===== src/sv/rmv_pkg.sv =====
// ----------------------------------------------------------------------------
// rmv_pkg
// Shared constants and types for the running mean and variance block.
// ----------------------------------------------------------------------------
`default_nettype none

package rmv_pkg;

  localparam int COUNT_BITS_DEF     = 32;
  localparam int MEAN_FRAC_BITS_DEF = 16;
  localparam int SAMPLE_W           = 16;
  localparam int M2_W               = 63;

  typedef enum logic [4:0] {
    ST_IDLE = 5'b00001,
    ST_DIV  = 5'b00010,
    ST_MEAN = 5'b00100,
    ST_MUL  = 5'b01000,
    ST_ACC  = 5'b10000
  } state_t;

  typedef struct packed {
    logic load;
    logic div_step;
    logic mean_en;
    logic mul_en;
    logic acc_en;
  } cmd_t;

endpackage

`default_nettype wire


===== src/sv/rmv_ctrl.sv =====
// ----------------------------------------------------------------------------
// rmv_ctrl
// Sequencer: takes a request, steps the divider, the mean update, the
// multiply and the accumulate, and owns the result valid flag.
// ----------------------------------------------------------------------------
`default_nettype none

module rmv_ctrl #(
  parameter int MFB = rmv_pkg::MEAN_FRAC_BITS_DEF
) (
  input  logic          clk,
  input  logic          rst_n,
  input  logic          in_valid,
  output logic          in_stall,
  output logic          out_valid,
  input  logic          out_stall,
  output rmv_pkg::cmd_t cmd
);

  localparam int DW = 9 + MFB;
  localparam int CW = $clog2(DW);
  localparam logic [CW-1:0] LAST = CW'(DW - 1);

  rmv_pkg::state_t state_r, state_nxt;
  logic [CW-1:0]   cnt_r, cnt_nxt;
  logic            out_valid_r, out_valid_nxt;
  logic            out_free;

  assign out_free = !out_valid_r || !out_stall;

  always_comb begin
    state_nxt = state_r;
    cnt_nxt   = cnt_r;
    cmd       = '0;
    case (state_r)
      rmv_pkg::ST_IDLE: begin
        if (in_valid) begin
          cmd.load  = 1'b1;
          cnt_nxt   = '0;
          state_nxt = rmv_pkg::ST_DIV;
        end
      end
      rmv_pkg::ST_DIV: begin
        cmd.div_step = 1'b1;
        if (cnt_r == LAST) begin
          state_nxt = rmv_pkg::ST_MEAN;
        end else begin
          cnt_nxt = cnt_r + CW'(1);
        end
      end
      rmv_pkg::ST_MEAN: begin
        cmd.mean_en = 1'b1;
        state_nxt   = rmv_pkg::ST_MUL;
      end
      rmv_pkg::ST_MUL: begin
        cmd.mul_en = 1'b1;
        state_nxt  = rmv_pkg::ST_ACC;
      end
      rmv_pkg::ST_ACC: begin
        if (out_free) begin
          cmd.acc_en = 1'b1;
          state_nxt  = rmv_pkg::ST_IDLE;
        end
      end
      default: begin
        state_nxt = rmv_pkg::ST_IDLE;
      end
    endcase
  end

  assign out_valid_nxt = cmd.acc_en || (out_valid_r && out_stall);

  always_ff @(posedge clk) begin
    if (!rst_n) begin
      state_r     <= rmv_pkg::ST_IDLE;
      cnt_r       <= '0;
      out_valid_r <= 1'b0;
    end else begin
      state_r     <= state_nxt;
      cnt_r       <= cnt_nxt;
      out_valid_r <= out_valid_nxt;
    end
  end

  assign in_stall  = (state_r != rmv_pkg::ST_IDLE);
  assign out_valid = out_valid_r;

endmodule

`default_nettype wire


===== src/sv/rmv_datapath.sv =====
// ----------------------------------------------------------------------------
// rmv_datapath
// Statistics registers, radix-2 restoring divider, mean update, deviation
// product and saturating M2 accumulate.
// ----------------------------------------------------------------------------
`default_nettype none

module rmv_datapath #(
  parameter int CB  = rmv_pkg::COUNT_BITS_DEF,
  parameter int MFB = rmv_pkg::MEAN_FRAC_BITS_DEF
) (
  input  logic                              clk,
  input  logic                              rst_n,
  input  rmv_pkg::cmd_t                     cmd,
  input  logic signed [rmv_pkg::SAMPLE_W-1:0] in_sample,
  output logic signed [8+MFB-1:0]           out_running_mean,
  output logic [rmv_pkg::M2_W-1:0]          out_squared_dev_sum,
  output logic [CB-1:0]                     out_sample_total,
  output logic [CB-1:0]                     out_positive_total,
  output logic [CB-1:0]                     out_zero_total
);

  localparam int MW  = 8 + MFB;
  localparam int DW  = MW + 1;
  localparam int S   = MFB - 8;
  localparam int PW  = 2 * DW;
  localparam int SW  = PW - S;
  localparam int M2W = rmv_pkg::M2_W;
  localparam int EW  = (SW > M2W) ? SW : M2W + 1;

  // statistics
  logic signed [MW-1:0] mean_r;
  logic [M2W-1:0]       m2_r, m2_nxt;
  logic [CB-1:0]        count_r, pos_r, zero_r;

  // per-request scratch
  logic signed [MW-1:0] xs_r;
  logic                 xpos_r, xzero_r;
  logic                 d1neg_r;
  logic [DW-1:0]        d1mag_r;
  logic [CB-1:0]        div_r;
  logic [CB-1:0]        rem_r, rem_nxt;
  logic [DW-1:0]        quo_r;
  logic signed [MW-1:0] nmean_r;
  logic [DW-1:0]        d2mag_r;
  logic [PW-1:0]        prod_r;

  // load
  logic signed [MW-1:0] xs_w;
  logic signed [DW-1:0] d1_w;
  logic [DW-1:0]        d1mag_w;
  logic [CB-1:0]        n_w;

  assign xs_w    = MW'(in_sample) <<< S;
  assign d1_w    = DW'(xs_w) - DW'(mean_r);
  assign d1mag_w = d1_w[DW-1] ? DW'(-d1_w) : DW'(d1_w);
  assign n_w     = (count_r == '1) ? count_r : count_r + CB'(1);

  // divide step
  logic [CB:0] trial_w, diff_w;
  logic        ge_w;

  assign trial_w = {rem_r, quo_r[DW-1]};
  assign diff_w  = trial_w - {1'b0, div_r};
  assign ge_w    = (trial_w >= {1'b0, div_r});
  assign rem_nxt = ge_w ? diff_w[CB-1:0] : trial_w[CB-1:0];

  // mean update
  logic signed [DW:0]   q_w, nm_sum_w;
  logic signed [MW-1:0] nmean_w;
  logic signed [DW-1:0] d2_w;
  logic [DW-1:0]        d2mag_w;

  assign q_w      = d1neg_r ? -$signed({1'b0, quo_r}) : $signed({1'b0, quo_r});
  assign nm_sum_w = (DW+1)'(mean_r) + q_w;
  assign nmean_w  = nm_sum_w[MW-1:0];
  assign d2_w     = DW'(xs_r) - DW'(nmean_w);
  assign d2mag_w  = d2_w[DW-1] ? DW'(-d2_w) : DW'(d2_w);

  // accumulate
  logic [EW-1:0]  add_ext_w;
  logic [M2W-1:0] add_w;
  logic [M2W:0]   sum_w;

  assign add_ext_w = EW'(prod_r >> S);
  assign add_w     = (|add_ext_w[EW-1:M2W]) ? '1 : add_ext_w[M2W-1:0];
  assign sum_w     = {1'b0, m2_r} + {1'b0, add_w};
  assign m2_nxt    = sum_w[M2W] ? '1 : sum_w[M2W-1:0];

  always_ff @(posedge clk) begin
    if (cmd.load) begin
      xs_r    <= xs_w;
      xpos_r  <= (in_sample > 0);
      xzero_r <= (in_sample == 0);
      d1neg_r <= d1_w[DW-1];
      d1mag_r <= d1mag_w;
      quo_r   <= d1mag_w;
      rem_r   <= '0;
      div_r   <= n_w;
    end
    if (cmd.div_step) begin
      rem_r <= rem_nxt;
      quo_r <= {quo_r[DW-2:0], ge_w};
    end
    if (cmd.mean_en) begin
      nmean_r <= nmean_w;
      d2mag_r <= d2mag_w;
    end
    if (cmd.mul_en) begin
      prod_r <= d1mag_r * d2mag_r;
    end
  end

  always_ff @(posedge clk) begin
    if (!rst_n) begin
      mean_r  <= '0;
      m2_r    <= '0;
      count_r <= '0;
      pos_r   <= '0;
      zero_r  <= '0;
    end else if (cmd.acc_en) begin
      mean_r  <= nmean_r;
      m2_r    <= m2_nxt;
      count_r <= div_r;
      if (xpos_r && (pos_r != '1)) begin
        pos_r <= pos_r + CB'(1);
      end
      if (xzero_r && (zero_r != '1)) begin
        zero_r <= zero_r + CB'(1);
      end
    end
  end

  assign out_running_mean    = mean_r;
  assign out_squared_dev_sum = m2_r;
  assign out_sample_total    = count_r;
  assign out_positive_total  = pos_r;
  assign out_zero_total      = zero_r;

endmodule

`default_nettype wire


===== src/sv/running_mean_variance.sv =====
// ----------------------------------------------------------------------------
// running_mean_variance
// Welford running mean and variance over signed Q8.8 samples.
//
// Input channel in_*: one sample per request. Result channel out_*: the
// updated mean, M2, sample count and positive / zero counts, one result per
// request. Both channels use valid / stall.
// The radix-2 divider takes one quotient bit a cycle over MEAN_FRAC_BITS+9
// bits; the mean update, the multiply and the accumulate follow in turn.
// The block takes no new request until it is through with the current one.
// A new request is taken while the previous result still waits; the
// accumulate step holds until that result is taken, so a stalled receiver
// backs up into in_stall.
// Reset clears all statistics and the result valid flag; the block comes
// out of reset idle, ready to take a request.
// ----------------------------------------------------------------------------
`default_nettype none

module running_mean_variance #(
  parameter int COUNT_BITS     = rmv_pkg::COUNT_BITS_DEF,
  parameter int MEAN_FRAC_BITS = rmv_pkg::MEAN_FRAC_BITS_DEF
) (
  input  logic                                clk,
  input  logic                                rst_n,
  input  logic                                in_valid,
  output logic                                in_stall,
  input  logic signed [rmv_pkg::SAMPLE_W-1:0] in_sample,
  output logic                                out_valid,
  input  logic                                out_stall,
  output logic signed [8+MEAN_FRAC_BITS-1:0]  out_running_mean,
  output logic [rmv_pkg::M2_W-1:0]            out_squared_dev_sum,
  output logic [COUNT_BITS-1:0]               out_sample_total,
  output logic [COUNT_BITS-1:0]               out_positive_total,
  output logic [COUNT_BITS-1:0]               out_zero_total
);

  rmv_pkg::cmd_t cmd;

  rmv_ctrl #(
    .MFB (MEAN_FRAC_BITS)
  ) u_ctrl (
    .clk       (clk),
    .rst_n     (rst_n),
    .in_valid  (in_valid),
    .in_stall  (in_stall),
    .out_valid (out_valid),
    .out_stall (out_stall),
    .cmd       (cmd)
  );

  rmv_datapath #(
    .CB  (COUNT_BITS),
    .MFB (MEAN_FRAC_BITS)
  ) u_dp (
    .clk                 (clk),
    .rst_n               (rst_n),
    .cmd                 (cmd),
    .in_sample           (in_sample),
    .out_running_mean    (out_running_mean),
    .out_squared_dev_sum (out_squared_dev_sum),
    .out_sample_total    (out_sample_total),
    .out_positive_total  (out_positive_total),
    .out_zero_total      (out_zero_total)
  );

endmodule

`default_nettype wire


===== config.mk =====
export PLATFORM = sky130hd
export DESIGN_NAME = running_mean_variance
export DESIGN_NICKNAME = d
export VERILOG_FILES = /design/src/sv/rmv_pkg.sv /design/src/sv/rmv_ctrl.sv /design/src/sv/rmv_datapath.sv /design/src/sv/running_mean_variance.sv
export SDC_FILE = /design/constraint.sdc
export NUM_CORES = 2
export LEC_CHECK = 0
export ABC_AREA = 1
export ABC_CLOCK_PERIOD_IN_PS = 9500
export BUFFER_PORTS_ARGS = -buffer_cell sky130_fd_sc_hd__buf_4
export CAP_MARGIN = 20
export CORE_MARGIN = 1.5
export CORE_UTILIZATION = 60
export CTS_CLUSTER_DIAMETER = 120
export DETAILED_ROUTE_END_ITERATION = 6
export PLACE_DENSITY = 0.78
export SLEW_MARGIN = 5
export SYNTH_ARGS = -nofsm -noshare
export SYNTH_HDL_FRONTEND = slang
export SYNTH_SLANG_ARGS = --single-unit

===== constraint.sdc =====
create_clock -name clk -period 9.5 [get_ports clk]
set_clock_uncertainty 0.15 [all_clocks]
set_input_delay 1.425 -clock clk [delete_from_list [all_inputs] [get_ports clk]]
set_output_delay 1.425 -clock clk [all_outputs]
set_load 0.01 [all_outputs]

After elaboration in Yosys (flattened, before gate mapping)
Cells that the tools add are included.
Operators by class
  multiply operators: 1
  mux-type cells: 24
  reduce and logical (&&, ||, !) cells: 14
  $lt $le $gt $ge: 2
  add/sub/neg operators: 12
  equal/unequal tests: 14
Operators by type and width (number)
  $mux W32: 4
  $add A32 B1 Y32 const B: 3
  $mux W25: 3
  $add A63 B42 Y64: 1
  $ne A32 B32 Y1 const B: 2
  $mux W63: 1
  $mul A25 B25 Y50: 1
  $neg A25 Y25: 2
  $sub A24 B24 Y25: 2
  $mux W24: 2
  $ge A33 B32 Y1: 1
  $eq A32 B32 Y1 const B: 1
  $logic_not A32 Y1: 1
  $sub A32 B32 Y32: 1
  $mux W5: 5
  $pmux W5 S5: 1
  $add A24 B24 Y24: 1
  $neg A24 Y24: 1
  $gt A16 B1 Y1 const B: 1
  $eq A5 B5 Y1 const B: 2
  $pmux W5 S2: 1
  $mux W1: 7
  $reduce_and A3 Y1: 2
  $add A5 B1 Y5 const B: 1
  12 further kinds: 20
Storage, ports and cells
  register bits: 426
  input bits: 20

Logic depth before layout (Yosys ltp)
  word-level depth: 6
  gate-level depth with buffers: 39

Modules after synthesis
A second synthesis with hierarchy kept.
Unflattened totals
  cells, all modules: 6363
  area, all modules: 48076.1 µm²
By module, submodules not included
  rmv_datapath: cells each 6277, area each 47425.5 µm², seq. area each 10359.9 µm², instances 1
  rmv_ctrl: cells each 86, area each 650.6 µm², seq. area each 220.2 µm², instances 1

Least setup slack after synthesis
No wires, ideal clock.
  kind: input to register
  from: input port out_stall
  to: register u_dp.quo_r[0] (enable)
  slack: 2312 ps
  arrival: 6622 ps
  path buffers: 0
  library setup time: 416 ps
  stages on the path: 7
  data required time: 8934 ps
  path through: nand2_1 -> nor2_1 -> inv_1 -> nand3_1 -> nor2_1 -> inv_1 -> nand2_1
RTL lines
  start: declaration: line running_mean_variance.sv:29  | input logic out_stall,
  end signal: assignment: line rmv_datapath.sv:97  | quo_r <= d1mag_w;
  end signal: assignment: line rmv_datapath.sv:103  | quo_r <= {quo_r[DW-2:0], ge_w};
  end: declaration: line rmv_datapath.sv:43  | logic [DW-1:0] quo_r;

Worst setup path after layout
  from: register u_dp.d2mag_r[6]
  to: register u_dp.prod_r[47], data pin
Between the ends
  cells in the longest elaborated chain, start to end: 1
Ends and longest elaborated chain
  start: declaration: line rmv_datapath.sv:45  | logic [DW-1:0] d2mag_r;
  start signal: assignment: line rmv_datapath.sv:107  | d2mag_r <= d2mag_w;
  $mul A25 B25 Y50: line rmv_datapath.sv:110  | prod_r <= d1mag_r * d2mag_r;
  end signal: assignment: line rmv_datapath.sv:110
  end: declaration: line rmv_datapath.sv:46  | logic [PW-1:0] prod_r;
Every way passes these cells.
A chain may end at the register's enable or synchronous reset.

==> results.py <==
metrics = {
    "finish": {
        "layout-drive-gt1-share": 0.0713,
        "nNetsFinal": 7304,
        "antennaDiodeCount": 0,
        "syn_to_final_growth_pct": 9.20,
        "mostFrequentLayoutCells": "inv_1, nand2_1, fa_1",
        "fill_cells": 6889,
        "layout_commonest_cell": "inv_1",
    },
    "clocking": {
        "tritoncts": "built",
        "htree_levels": 2,
        "cts.path.max_buffers": 3,
        "cts.sinks": 417,
        "holdBufCountCts": 0,
        "clk_latency_ns": 0.62,
        "clk_pin_slew_ns": 0.06,
        "post-cts-setup-buffer-count": 0,
        "cts.repair.resized": 0,
        "cts_buffers": 49,
        "clockRootBuffer": "clkbuf_16",
    },
    "die": {
        "rows": 103,
        "die-area_sq_um": 81800,
        "die_h_um": 286,
        "initial_core_util": 0.607,
        "ioPinCount": 205,
        "core_area_sq_um": 79100,
        "die_x_um": 286,
    },
    "placement": {
        "place.gp.congestion": 0.996,
        "dp_slack_ns": 1.67,
        "hpwlAfterDp_um": 113000,
        "io_buffer_count": 204,
    },
    "synthesis": {
        "syn_area_sq_um": 48000,
        "synthCells": 6342,
        "synth_ff_type": "edfxtp_1",
        "ys_async_sr_fraction": 0,
        "avgSynthCellArea_sq_um": 7.57,
        "synth_edf_count": 223,
        "ys_seq_elements": 417,
        "ys_seq_area_frac": 0.220,
        "yosys_warnings": 0,
        "synth_cell_types": 65,
        "syn_nets": 7209,
    },
    "hold_path": {
        "min_path_type": "register to register",
        "min_path_cells": 2,
        "hold_start": "u_dp.out_positive_total[4]$_SDFFE_PN0P_",
        "holdPathEnd": "u_dp.out_positive_total[4]$_SDFFE_PN0P_",
    },
    "drt": {
        "drc_errors": 0,
        "drt-initial-drc-count": 4212,
        "wl_per_cell_um": 19.3,
        "vias": 42800,
        "final_antenna_net_count": 0,
        "first_pass_iters": 6,
        "wirelength_um": 145000,
        "routed_via_density": 5.69,
    },
    "critical_path": {
        "end_kind": "register",
        "cp_max_fo": 25,
        "path_class": "register to register",
        "cp.arrival_ns": 8.15,
        "reg2reg_to": "u_dp.prod_r[47]$_DFFE_PP_",
        "reg2reg_depth": 24,
        "required_ns": 9.68,
        "reg2reg_from": "u_dp.d2mag_r[6]$_DFFE_PN_",
        "critPathLaunchType": "register",
        "ff2ff_setup_slack_ns": 1.52,
    },
    "sta": {
        "maxSlewHeadroom": 0.150,
        "hold_viol_final": 0,
        "setup_tns_ns": 0,
        "drv_slew": 0,
        "rsz0062_at_grt": "false",
        "timing.fmax_mhz": 125,
        "worst_slew_pin_slew_ns": 1.27,
        "fin_crit_sh": 0.840,
        "finalCriticalPeriod_ns": 7.98,
        "finalSetupViolations": 0,
        "fin_ws_ns": 1.52,
    },
    "global_routing": {
        "grt-ovfl-total": 0,
        "grt_use_total": 0.353,
        "grt_pass1_wl_um": 227000,
        "antenna_found_initial": 0,
        "grt_max_degree": 93,
        "first_global_vias": 42300,
    },
    "run": {
        "cap_violations": 0,
    },
    "outcome": {
        "status": "finished clean",
    },
}
==> worst max path at each step <==
| stage | start | to | depth (start not counted) |
|---|---|---|---|
| after floorplan | out_stall | u_dp.quo_r[0]$_DFFE_PP_ | 7 |
| after global routing | u_dp.d2mag_r[6]$_DFFE_PN_ | u_dp.prod_r[39]$_DFFE_PP_ | 29 |
| after CTS | u_dp.d1mag_r[13]$_DFFE_PP_ | u_dp.prod_r[47]$_DFFE_PP_ | 24 |
| after global placement | u_dp.d1mag_r[13]$_DFFE_PP_ | u_dp.prod_r[47]$_DFFE_PP_ | 24 |
| final | u_dp.d2mag_r[6]$_DFFE_PN_ | u_dp.prod_r[47]$_DFFE_PP_ | 24 |
| after detailed placement | u_dp.d1mag_r[12]$_DFFE_PP_ | u_dp.prod_r[47]$_DFFE_PP_ | 24 |
==> final cells by class <==
cell class                      instances  area [sq um]  share of cell area
Multi-Input combinational cell       4270         31200               0.595
Sequential cell                       417         10600               0.202
Inverter                             1437          5400               0.103
Timing Repair Buffer                  262          2230              0.0426
Tap cell                             1050          1310              0.0250
Clock buffer                           54          1260              0.0241
Clock inverter                         37           448             0.00854
==> cell usage after synthesis, types with 9 or more instances <==
cell | n | area (sq um)
inv_2 | 11 | 41.3
edfxtp_1 | 223 | 6700
nand2_2 | 20 | 125
nor2_4 | 11 | 124
ha_1 | 319 | 3990
inv_1 | 1424 | 5350
nor2_1 | 419 | 1570
nand2_1 | 1415 | 5310
o21a_1 | 18 | 135
nor4_1 | 43 | 269
nand3_1 | 170 | 851
o21ai_1 | 9 | 45.0
nor3_1 | 89 | 445
buf_2 | 9 | 45.0
dfxtp_1 | 194 | 3880
a31oi_1 | 53 | 332
a21oi_1 | 388 | 1940
clkbuf_1 | 196 | 736
fa_1 | 528 | 10600
xor2_1 | 147 | 1290
o21bai_1 | 23 | 173
or2_2 | 11 | 68.8
a21o_1 | 28 | 210
xnor2_1 | 92 | 806
nand4_1 | 63 | 394
o21ai_0 | 312 | 1560
nor2_2 | 16 | 100
nand3_2 | 17 | 170
==> stage by stage <==
stage               utilization  area (sq um)  hold WS [ns]  instances
finish                    0.663         52500         0.314       7527
global route              0.663         52500         0.340       7527
CTS                       0.660         52200         0.314       7517
detailed placement        0.638         50500         0.305       7426
global placement          0.637         50400         0.297       7422
floorplan                     -         48000         0.304       6342
==> cells by family (layout without fill, tap and decap cells) <==
group | count (synthesis) | in the layout | share of synthesized area
and+or+nand+nor | 2304 | 2304 | 0.202
buffers and inverters | 1655 | 1790 | 0.130
DFF | 417 | 417 | 0.220
xor gates and xnor gates | 240 | 240 | 0.0439
AOI/OAI and AO/OA | 878 | 878 | 0.100
adders and majority gates | 847 | 847 | 0.303
muxes | 1 | 1 | 0.000234
==> worst max-delay path, stage by stage, from the launching register on <==
cell and delay [ns]:
edfxtp_1 1.12, nand2_1 0.20, fa_1 0.58, inv_1 0.06, fa_1 0.53, inv_1 0.05
fa_1 0.46, fa_1 0.57, inv_1 0.07, fa_1 0.46, fa_1 0.56, inv_1 0.06
fa_1 0.53, inv_1 0.05, ha_1 0.35, a21oi_1 0.22, o21ai_0 0.15, inv_1 0.09
o21ai_0 0.07, or2_2 0.29, a21oi_1 0.25, inv_1 0.09, a21oi_1 0.37, o21ai_0 0.17
xor2_1 0.16
==> state kept, by name, summed over array words and instances (netlist names), 16 cells and up <==
name	count
u_dp.nmean_r	23
u_dp.xs_r	16
u_dp.rem_r	32
u_dp.div_r	32
u_dp.out_sample_total	32
u_dp.d1mag_r	25
u_dp.quo_r	25
u_dp.prod_r	42
u_dp.d2mag_r	25
u_dp.out_running_mean	24
u_dp.out_zero_total	32
u_dp.out_positive_total	32
u_dp.out_squared_dev_sum	63
==> per-layer routing <==
| layer | GRT usage | up-vias | share of wire |
|---|---|---|---|
| met2 | 0.584 | 2121 | 0.47 |
| met4 | 0.155 | 0 | 0.050 |
| met1 | 0.457 | 20400 | 0.39 |
| met5 | 0 | - | 0 |
| met3 | 0.0585 | 482 | 0.090 |
| li1 | - | 19800 | - |
Power is not shown: default switching activity piles up to over one toggle a cycle in this logic, so the estimate is an artifact.
